[config.mk]
export PLATFORM = sky130hd
export DESIGN_NAME = c_comment_stripper
export DESIGN_NICKNAME = d
export VERILOG_FILES = /design/src/hdl/ccs_pkg.sv /design/src/hdl/ccs_front.sv /design/src/hdl/ccs_queue.sv /design/src/hdl/ccs_back.sv /design/src/hdl/c_comment_stripper.sv
export SDC_FILE = /design/constraint.sdc
export NUM_CORES = 1
export LEC_CHECK = 0
export BUFFER_PORTS_ARGS = -buffer_cell sky130_fd_sc_hd__buf_2
export CORE_MARGIN = 2
export CORE_UTILIZATION = 60
export CTS_CLUSTER_DIAMETER = 40
export CTS_CLUSTER_SIZE = 24
export DETAILED_ROUTE_END_ITERATION = 10
export PLACE_DENSITY = 0.79
export SLEW_MARGIN = 5
export SYNTH_ARGS = -nofsm -noshare
export SYNTH_HDL_FRONTEND = slang
export SYNTH_SLANG_ARGS = --single-unit
[constraint.sdc]
create_clock -name clk -period 3.1 [get_ports clk]
set_input_delay 0.155 -clock clk [delete_from_list [all_inputs] [get_ports clk]]
set_output_delay 0.155 -clock clk [all_outputs]
set_load 0.005 [all_outputs]
[src/hdl/ccs_pkg.sv]
// Shared types and character constants for the C comment stripper.
`default_nettype none

package ccs_pkg;

    // Lexer modes
    typedef enum logic [2:0] {
        MODE_NORMAL = 3'd0,
        MODE_STRING = 3'd1,
        MODE_CHAR   = 3'd2,
        MODE_SLASH  = 3'd3,
        MODE_LINE   = 3'd4,
        MODE_BLOCK  = 3'd5
    } ccs_mode_t;

    // Characters the lexer looks for
    localparam logic [7:0] CH_SLASH  = 8'h2F;
    localparam logic [7:0] CH_STAR   = 8'h2A;
    localparam logic [7:0] CH_NL     = 8'h0A;
    localparam logic [7:0] CH_BSLASH = 8'h5C;
    localparam logic [7:0] CH_SQUOTE = 8'h27;
    localparam logic [7:0] CH_DQUOTE = 8'h22;
    localparam logic [7:0] CH_SPACE  = 8'h20;

    // One queued request: the text bytes caused by one source byte
    typedef struct packed {
        logic [7:0] first_byte;
        logic [7:0] second_byte;
        logic       two_bytes;
    } ccs_rec_t;

    // Queue status seen by the front and the back
    typedef struct packed {
        logic full;
        logic nonempty;
    } ccs_qstat_t;

endpackage

`default_nettype wire

[src/hdl/ccs_front.sv]
// Lexer front end: accepts source bytes and turns those that produce text into queued requests.
`default_nettype none

module ccs_front
    import ccs_pkg::*;
(
    input  wire logic       clk,
    input  wire logic       rst_n,
    input  wire logic       in_valid,
    output logic            in_ready,
    input  wire logic [7:0] in_byte,
    input  wire ccs_qstat_t qstat,
    output logic            push,
    output ccs_rec_t        rec
);

    ccs_mode_t mode_reg, mode_next;
    logic      str_esc_reg, str_esc_next;
    logic      chr_esc_reg, chr_esc_next;
    logic      line_esc_reg, line_esc_next;
    logic      star_reg, star_next;
    logic      accept;

    // Take a byte whenever the queue has room
    assign in_ready = !qstat.full;
    assign accept   = in_valid && in_ready;

    // Hold lexer state
    always_ff @(posedge clk or negedge rst_n)
    begin
        if (!rst_n)
        begin
            mode_reg     <= MODE_NORMAL;
            str_esc_reg  <= 1'b0;
            chr_esc_reg  <= 1'b0;
            line_esc_reg <= 1'b0;
            star_reg     <= 1'b0;
        end
        else
        begin
            mode_reg     <= mode_next;
            str_esc_reg  <= str_esc_next;
            chr_esc_reg  <= chr_esc_next;
            line_esc_reg <= line_esc_next;
            star_reg     <= star_next;
        end
    end

    // Classify the byte: next mode and the bytes to emit
    always_comb
    begin
        mode_next       = mode_reg;
        str_esc_next    = str_esc_reg;
        chr_esc_next    = chr_esc_reg;
        line_esc_next   = line_esc_reg;
        star_next       = star_reg;
        push            = 1'b0;
        rec.first_byte  = in_byte;
        rec.second_byte = in_byte;
        rec.two_bytes   = 1'b0;
        if (accept)
        begin
            unique case (mode_reg)
                MODE_STRING:
                begin
                    push = 1'b1;
                    if (in_byte == CH_DQUOTE && !str_esc_reg)
                        mode_next = MODE_NORMAL;
                    str_esc_next = (in_byte == CH_BSLASH) && !str_esc_reg;
                end
                MODE_CHAR:
                begin
                    push = 1'b1;
                    if (in_byte == CH_SQUOTE && !chr_esc_reg)
                        mode_next = MODE_NORMAL;
                    chr_esc_next = (in_byte == CH_BSLASH) && !chr_esc_reg;
                end
                MODE_SLASH:
                begin
                    if (in_byte == CH_SLASH)
                        mode_next = MODE_LINE;
                    else if (in_byte == CH_STAR)
                        mode_next = MODE_BLOCK;
                    else
                    begin
                        // release the held slash, then treat the byte as normal text
                        push           = 1'b1;
                        rec.first_byte = CH_SLASH;
                        rec.two_bytes  = 1'b1;
                        if (in_byte == CH_DQUOTE)
                            mode_next = MODE_STRING;
                        else if (in_byte == CH_SQUOTE)
                            mode_next = MODE_CHAR;
                        else
                            mode_next = MODE_NORMAL;
                    end
                end
                MODE_LINE:
                begin
                    if (in_byte == CH_NL && !line_esc_reg)
                    begin
                        push           = 1'b1;
                        rec.first_byte = CH_NL;
                        mode_next      = MODE_NORMAL;
                    end
                    line_esc_next = (in_byte == CH_BSLASH) && !line_esc_reg;
                end
                MODE_BLOCK:
                begin
                    if (in_byte == CH_SLASH && star_reg)
                    begin
                        push           = 1'b1;
                        rec.first_byte = CH_SPACE;
                        mode_next      = MODE_NORMAL;
                    end
                    star_next = (in_byte == CH_STAR);
                end
                default:
                begin
                    // normal text, and the unused codes
                    if (in_byte == CH_SLASH)
                        mode_next = MODE_SLASH;
                    else
                    begin
                        push = 1'b1;
                        if (in_byte == CH_DQUOTE)
                            mode_next = MODE_STRING;
                        else if (in_byte == CH_SQUOTE)
                            mode_next = MODE_CHAR;
                        else
                            mode_next = MODE_NORMAL;
                    end
                end
            endcase
        end
    end

endmodule

`default_nettype wire

[src/hdl/ccs_queue.sv]
// Short request queue between the lexer front end and the output back end.
`default_nettype none

module ccs_queue
    import ccs_pkg::*;
#(
    parameter int DEPTH = 4
)
(
    input  wire logic     clk,
    input  wire logic     rst_n,
    input  wire logic     push,
    input  wire ccs_rec_t push_rec,
    input  wire logic     pop,
    output ccs_rec_t      head_rec,
    output ccs_qstat_t    qstat
);

    localparam int PTR_W = (DEPTH > 1) ? $clog2(DEPTH) : 1;
    localparam int CNT_W = $clog2(DEPTH + 1);

    ccs_rec_t         mem_reg [DEPTH];
    logic [PTR_W-1:0] wr_ptr_reg, wr_ptr_next;
    logic [PTR_W-1:0] rd_ptr_reg, rd_ptr_next;
    logic [CNT_W-1:0] count_reg, count_next;

    assign qstat.full     = (count_reg == CNT_W'(DEPTH));
    assign qstat.nonempty = (count_reg != '0);
    assign head_rec       = mem_reg[rd_ptr_reg];

    // Advance pointers and fill count
    always_comb
    begin
        wr_ptr_next = wr_ptr_reg;
        rd_ptr_next = rd_ptr_reg;
        count_next  = count_reg;
        if (push)
            wr_ptr_next = (wr_ptr_reg == PTR_W'(DEPTH - 1)) ? '0 : wr_ptr_reg + 1'b1;
        if (pop)
            rd_ptr_next = (rd_ptr_reg == PTR_W'(DEPTH - 1)) ? '0 : rd_ptr_reg + 1'b1;
        if (push && !pop)
            count_next = count_reg + 1'b1;
        else if (pop && !push)
            count_next = count_reg - 1'b1;
    end

    always_ff @(posedge clk or negedge rst_n)
    begin
        if (!rst_n)
        begin
            wr_ptr_reg <= '0;
            rd_ptr_reg <= '0;
            count_reg  <= '0;
        end
        else
        begin
            wr_ptr_reg <= wr_ptr_next;
            rd_ptr_reg <= rd_ptr_next;
            count_reg  <= count_next;
        end
    end

    // Store requests
    always_ff @(posedge clk)
    begin
        if (push)
            mem_reg[wr_ptr_reg] <= push_rec;
    end

    a_no_overflow: assert property (@(posedge clk) disable iff (!rst_n)
        push |-> !qstat.full || pop)
        else $error("request pushed into a full queue");

    a_no_underflow: assert property (@(posedge clk) disable iff (!rst_n)
        pop |-> qstat.nonempty)
        else $error("request popped from an empty queue");

    a_count_up: assert property (@(posedge clk) disable iff (!rst_n)
        push && !pop |=> count_reg == $past(count_reg) + 1'b1)
        else $error("fill count did not follow a push");

endmodule

`default_nettype wire

[src/hdl/ccs_back.sv]
// Output back end: plays out each request as one or two text bytes.
`default_nettype none

module ccs_back
    import ccs_pkg::*;
(
    input  wire logic       clk,
    input  wire logic       rst_n,
    input  wire ccs_qstat_t qstat,
    input  wire ccs_rec_t   head_rec,
    output logic            pop,
    output logic            out_valid,
    input  wire logic       out_ready,
    output logic [7:0]      out_byte,
    output logic            out_last
);

    logic       out_valid_reg;
    logic [7:0] out_byte_reg;
    logic       out_last_reg;
    logic       pend_valid_reg;
    logic [7:0] pend_byte_reg;
    logic       out_free;

    assign out_free  = !out_valid_reg || out_ready;
    assign pop       = out_free && !pend_valid_reg && qstat.nonempty;
    assign out_valid = out_valid_reg;
    assign out_byte  = out_byte_reg;
    assign out_last  = out_last_reg;

    // Control: output valid and pending second byte
    always_ff @(posedge clk or negedge rst_n)
    begin
        if (!rst_n)
        begin
            out_valid_reg  <= 1'b0;
            pend_valid_reg <= 1'b0;
        end
        else if (out_free)
        begin
            if (pend_valid_reg)
            begin
                out_valid_reg  <= 1'b1;
                pend_valid_reg <= 1'b0;
            end
            else
            begin
                out_valid_reg  <= qstat.nonempty;
                pend_valid_reg <= qstat.nonempty && head_rec.two_bytes;
            end
        end
    end

    // Payload: load the next byte when the output register frees up
    always_ff @(posedge clk)
    begin
        if (out_free)
        begin
            if (pend_valid_reg)
            begin
                out_byte_reg <= pend_byte_reg;
                out_last_reg <= 1'b1;
            end
            else
            begin
                out_byte_reg  <= head_rec.first_byte;
                out_last_reg  <= !head_rec.two_bytes;
                pend_byte_reg <= head_rec.second_byte;
            end
        end
    end

    a_pend_behind_out: assert property (@(posedge clk) disable iff (!rst_n)
        pend_valid_reg |-> out_valid_reg)
        else $error("second byte pending with no first byte shown");

    a_not_last_has_pend: assert property (@(posedge clk) disable iff (!rst_n)
        out_valid_reg && !out_last_reg |-> pend_valid_reg)
        else $error("run left open with no second byte pending");

    a_pend_goes_last: assert property (@(posedge clk) disable iff (!rst_n)
        pend_valid_reg && out_free |=> out_valid_reg && out_last_reg)
        else $error("second byte not shown as last of its run");

endmodule

`default_nettype wire

[src/hdl/c_comment_stripper.sv]
// A source byte's text is registered in the request queue and then in the output register.
// Throughput: one source byte per cycle while the queue has room; a two-byte run holds
// the output for both bytes, and the request queue (QUEUE_DEPTH entries) lets input
// continue meanwhile. Bytes that open or sit inside a comment produce no output.
// Reset (rst_n low, asynchronous): lexer in normal mode, escape and star flags clear,
// queue empty, output idle.
`default_nettype none

module c_comment_stripper
    import ccs_pkg::*;
#(
    parameter int QUEUE_DEPTH = 4
)
(
    input  wire logic       clk,
    input  wire logic       rst_n,
    input  wire logic       s_axis_tvalid,
    output logic            s_axis_tready,
    input  wire logic [7:0] s_axis_tdata,   // [7:0] in_byte
    output logic            m_axis_tvalid,
    input  wire logic       m_axis_tready,
    output logic [7:0]      m_axis_tdata,   // [7:0] out_byte
    output logic            m_axis_tlast    // last_of_run
);

    ccs_qstat_t qstat;
    ccs_rec_t   push_rec;
    ccs_rec_t   head_rec;
    logic       push;
    logic       pop;

    ccs_front u_front (
        .clk      (clk),
        .rst_n    (rst_n),
        .in_valid (s_axis_tvalid),
        .in_ready (s_axis_tready),
        .in_byte  (s_axis_tdata),
        .qstat    (qstat),
        .push     (push),
        .rec      (push_rec)
    );

    ccs_queue #(
        .DEPTH (QUEUE_DEPTH)
    ) u_queue (
        .clk      (clk),
        .rst_n    (rst_n),
        .push     (push),
        .push_rec (push_rec),
        .pop      (pop),
        .head_rec (head_rec),
        .qstat    (qstat)
    );

    ccs_back u_back (
        .clk       (clk),
        .rst_n     (rst_n),
        .qstat     (qstat),
        .head_rec  (head_rec),
        .pop       (pop),
        .out_valid (m_axis_tvalid),
        .out_ready (m_axis_tready),
        .out_byte  (m_axis_tdata),
        .out_last  (m_axis_tlast)
    );

endmodule

`default_nettype wire
==> results.cfg <==
[synthesis]
synth-seq-cells = 101
synthFlopType = edfxtp_1
synth_warnings = 0
synth-seq-area-share_pct = 69.3
synthesis.nets = 265
synth_enable_flop_cells = 85
ys_async_sr_fraction_pct = 15.8
syn_area_sq_mm = 0.00426
synth_cell_type_count = 48
syn-mean-instance-area_sq_um = 17.3
synth_cells = 246

[clocking]
htree_levels = 3
numCtsBuffers = 9
path_clk_slew_ns = 0.10
cts_sinks = 101
clk_latency_ns = 0.35
cts_max_path_buffers = 2
tritoncts = yes
cts_setup_buffers = 0
cts_root_buf = clkbuf_8

[critical_path]
required_ns = 3.38
cp_slowest_cell = dfrtp_1
crit_type = flop to flop
crit_arrival_ns = 2.86
startpoint_type = flop
crit_path_max_incr_delay_ns = 0.44
path_cells = nor2b_1 -> and2_1 -> a22oi_2 -> and3_1 -> ha_1 -> inv_1 -> fa_1 -> xor2_1 -> nor2_1 -> xor2_1
path_common_cell = xor2_1
end_kind = flop
crit_fanout = 7

[final_layout]
diodes = 0
design_area_sq_mm = 0.00471
final_common_cell = edfxtp_1
largest_reg_flops = 68
final_nets = 299
fill_cells = 458
final_cell_mix = edfxtp_1, buf_2, mux4_2, dfrtp_1, mux2_2
drive_gt1_share_pct = 29.1
areaGrowthSynthToFinish_pct = 10.5

[detailed_routing]
routed_wl_microns = 6880
viasPerCell = 5.72
drt_pre_antenna_iters = 4
drtIter0Drc = 192
wl_per_cell_microns = 18.1
drcViolationCount = 0
route.vias.total = 2179
ant_nets = 0

[sta]
setup_viol = 0
hold_viol = 0
final_max_slew_viol_count = 0
setup_tns_ns = 0
min_period_over_period_pct = 83.3
finClkSkew_ns = 0.0121
max_freq_mhz = 387
rsz0062_at_grt = false
min_period_ns = 2.58
worstMarginPinSlew_ns = 0.828
worst_slack_ns = 0.518
slew_headroom_pct = 44.6

[global_route]
gr-total-overflow = 0
antenna_found_initial = 0
grtUsageTotal_pct = 20.6
grt_max_degree = 20
grt_pass1_vias = 2282
grt_first_pass_wirelength_microns = 11700

[worst_hold_path]
hold_path_class = input port to flop

[run]
cap_violations = 0

[placement]
place_area_sq_mm = 0.00451
place_ws_ns = 0.364
place_congestion = 0.903
portBuffers = 22
dpl.hpwl_microns = 4780

[floorplan]
die_y_microns = 88.3
die_x_microns = 88.3
die_area_sq_mm = 0.00779
io_pins = 23
initial_core_util_pct = 62.3
core-area_sq_mm = 0.00683
rows = 30

[pwr]
power_leakage_nw = 1.66
power_density_mw_per_mm2 = 812
peakVddDrop_uv = 471

[run_status]
status = complete, no violations
[repair_timing]
item                      in CTS  in global routing
hold endpoints to repair      16                  0
gates resized for setup        0                  0
hold buffers                   1                  0
[kinds of logic (layout without fill, tap and decap cells)]
| family | count (synthesis) | count (layout) | share of synthesized area, % |
|---|---|---|---|
| compound gates | 24 | 24 | 3.82 |
| xor+xnor | 3 | 3 | 0.617 |
| fa+ha+maj | 7 | 7 | 2.23 |
| buf+inv | 17 | 56 | 1.67 |
| flops | 101 | 101 | 69.3 |
| mux | 34 | 34 | 13.5 |
| simple gates | 60 | 60 | 8.81 |
[critical path, delay by kind of cell (launching register included)]
family | cells | cell delay (ns)
AOI/OAI and AO/OA | 1 | 0.24
xor gates and xnor gates | 2 | 0.33
adders and majority gates | 2 | 0.65
buffers and inverters | 1 | 0.07
DFF | 1 | 0.44
and+or+nand+nor | 4 | 0.78
[through the flow]
step,power [mW],instances,util (%),hold slack (ns)
final,3.82,381,68.9,0.101
after floorplan,2.78,246,-,-0.141
after global routing,4.06,381,68.9,0.108
after detailed placement,3.11,364,66.0,0.0973
after CTS,3.87,381,68.9,0.0940
after global placement,3.06,364,66.0,0.0926
[routing by layer]
| layer | global-route usage, % | routed length, microns | part of all wire [%] |
|---|---|---|---|
| met5 | 0 | 0 | 0 |
| met4 | 6.61 | 72 | 1.0 |
| met3 | 3.92 | 289 | 4.2 |
| met2 | 33.6 | 3610 | 52 |
| met1 | 28.7 | 2920 | 42 |
[worst paths after layout]
check                                         to  slack [ns]  cells past startpoint                  from
setup / recovery            u_queue.count_reg[2]        0.52                     10   u_front.mode_reg[2]
hold / removal             u_queue.mem_reg[2][6]        0.10                      1       s_axis_tdata[5]
setup reg to reg            u_queue.count_reg[2]        0.52                     10   u_front.mode_reg[2]
hold reg to reg             u_front.line_esc_reg        0.49                      1  u_front.line_esc_reg
max in group asynchronous       u_front.star_reg        2.59                      2                 rst_n
min in group asynchronous    u_front.mode_reg[2]        0.24                      2                 rst_n
[power breakdown]
group          internal, mW  switching [mW]  total [mW]
registers              1.89           0.202        2.09
logic                 0.536           0.425       0.961
clock network         0.310           0.459       0.769
total                  2.73            1.09        3.82
[synth_stat cells, types with 3 or more instances]
cell | n | area share [%]
buf_2 | 3 | 0.35
dfrtp_1 | 16 | 9.4
a21oi_1 | 7 | 0.82
mux4_2 | 17 | 9.0
nand4_1 | 3 | 0.44
edfxtp_1 | 85 | 60
and3_1 | 4 | 0.59
nor2_1 | 10 | 0.88
nor3_1 | 5 | 0.59
mux2_1 | 3 | 0.79
nand2b_1 | 3 | 0.44
a31oi_1 | 4 | 0.59
o21ai_1 | 3 | 0.35
and2_1 | 6 | 0.88
nand3_1 | 3 | 0.35
clkbuf_1 | 3 | 0.26
mux2_2 | 11 | 2.9
inv_1 | 10 | 0.88
nor2b_1 | 6 | 0.88
nand2_1 | 7 | 0.62
ha_1 | 6 | 1.8
[area by class of cell]
type | instances | area (sq um) | area share [%]
flip-flops and latches | 101 | 2950 | 62.7
multi-input cells | 128 | 1230 | 26.2
repair buffers | 30 | 173 | 3.67
clock buffers | 9 | 124 | 2.63
well taps | 96 | 120 | 2.55
clock inverters | 7 | 63.8 | 1.36
inverters | 10 | 37.5 | 0.798
(Power assumes the default switching activity.)
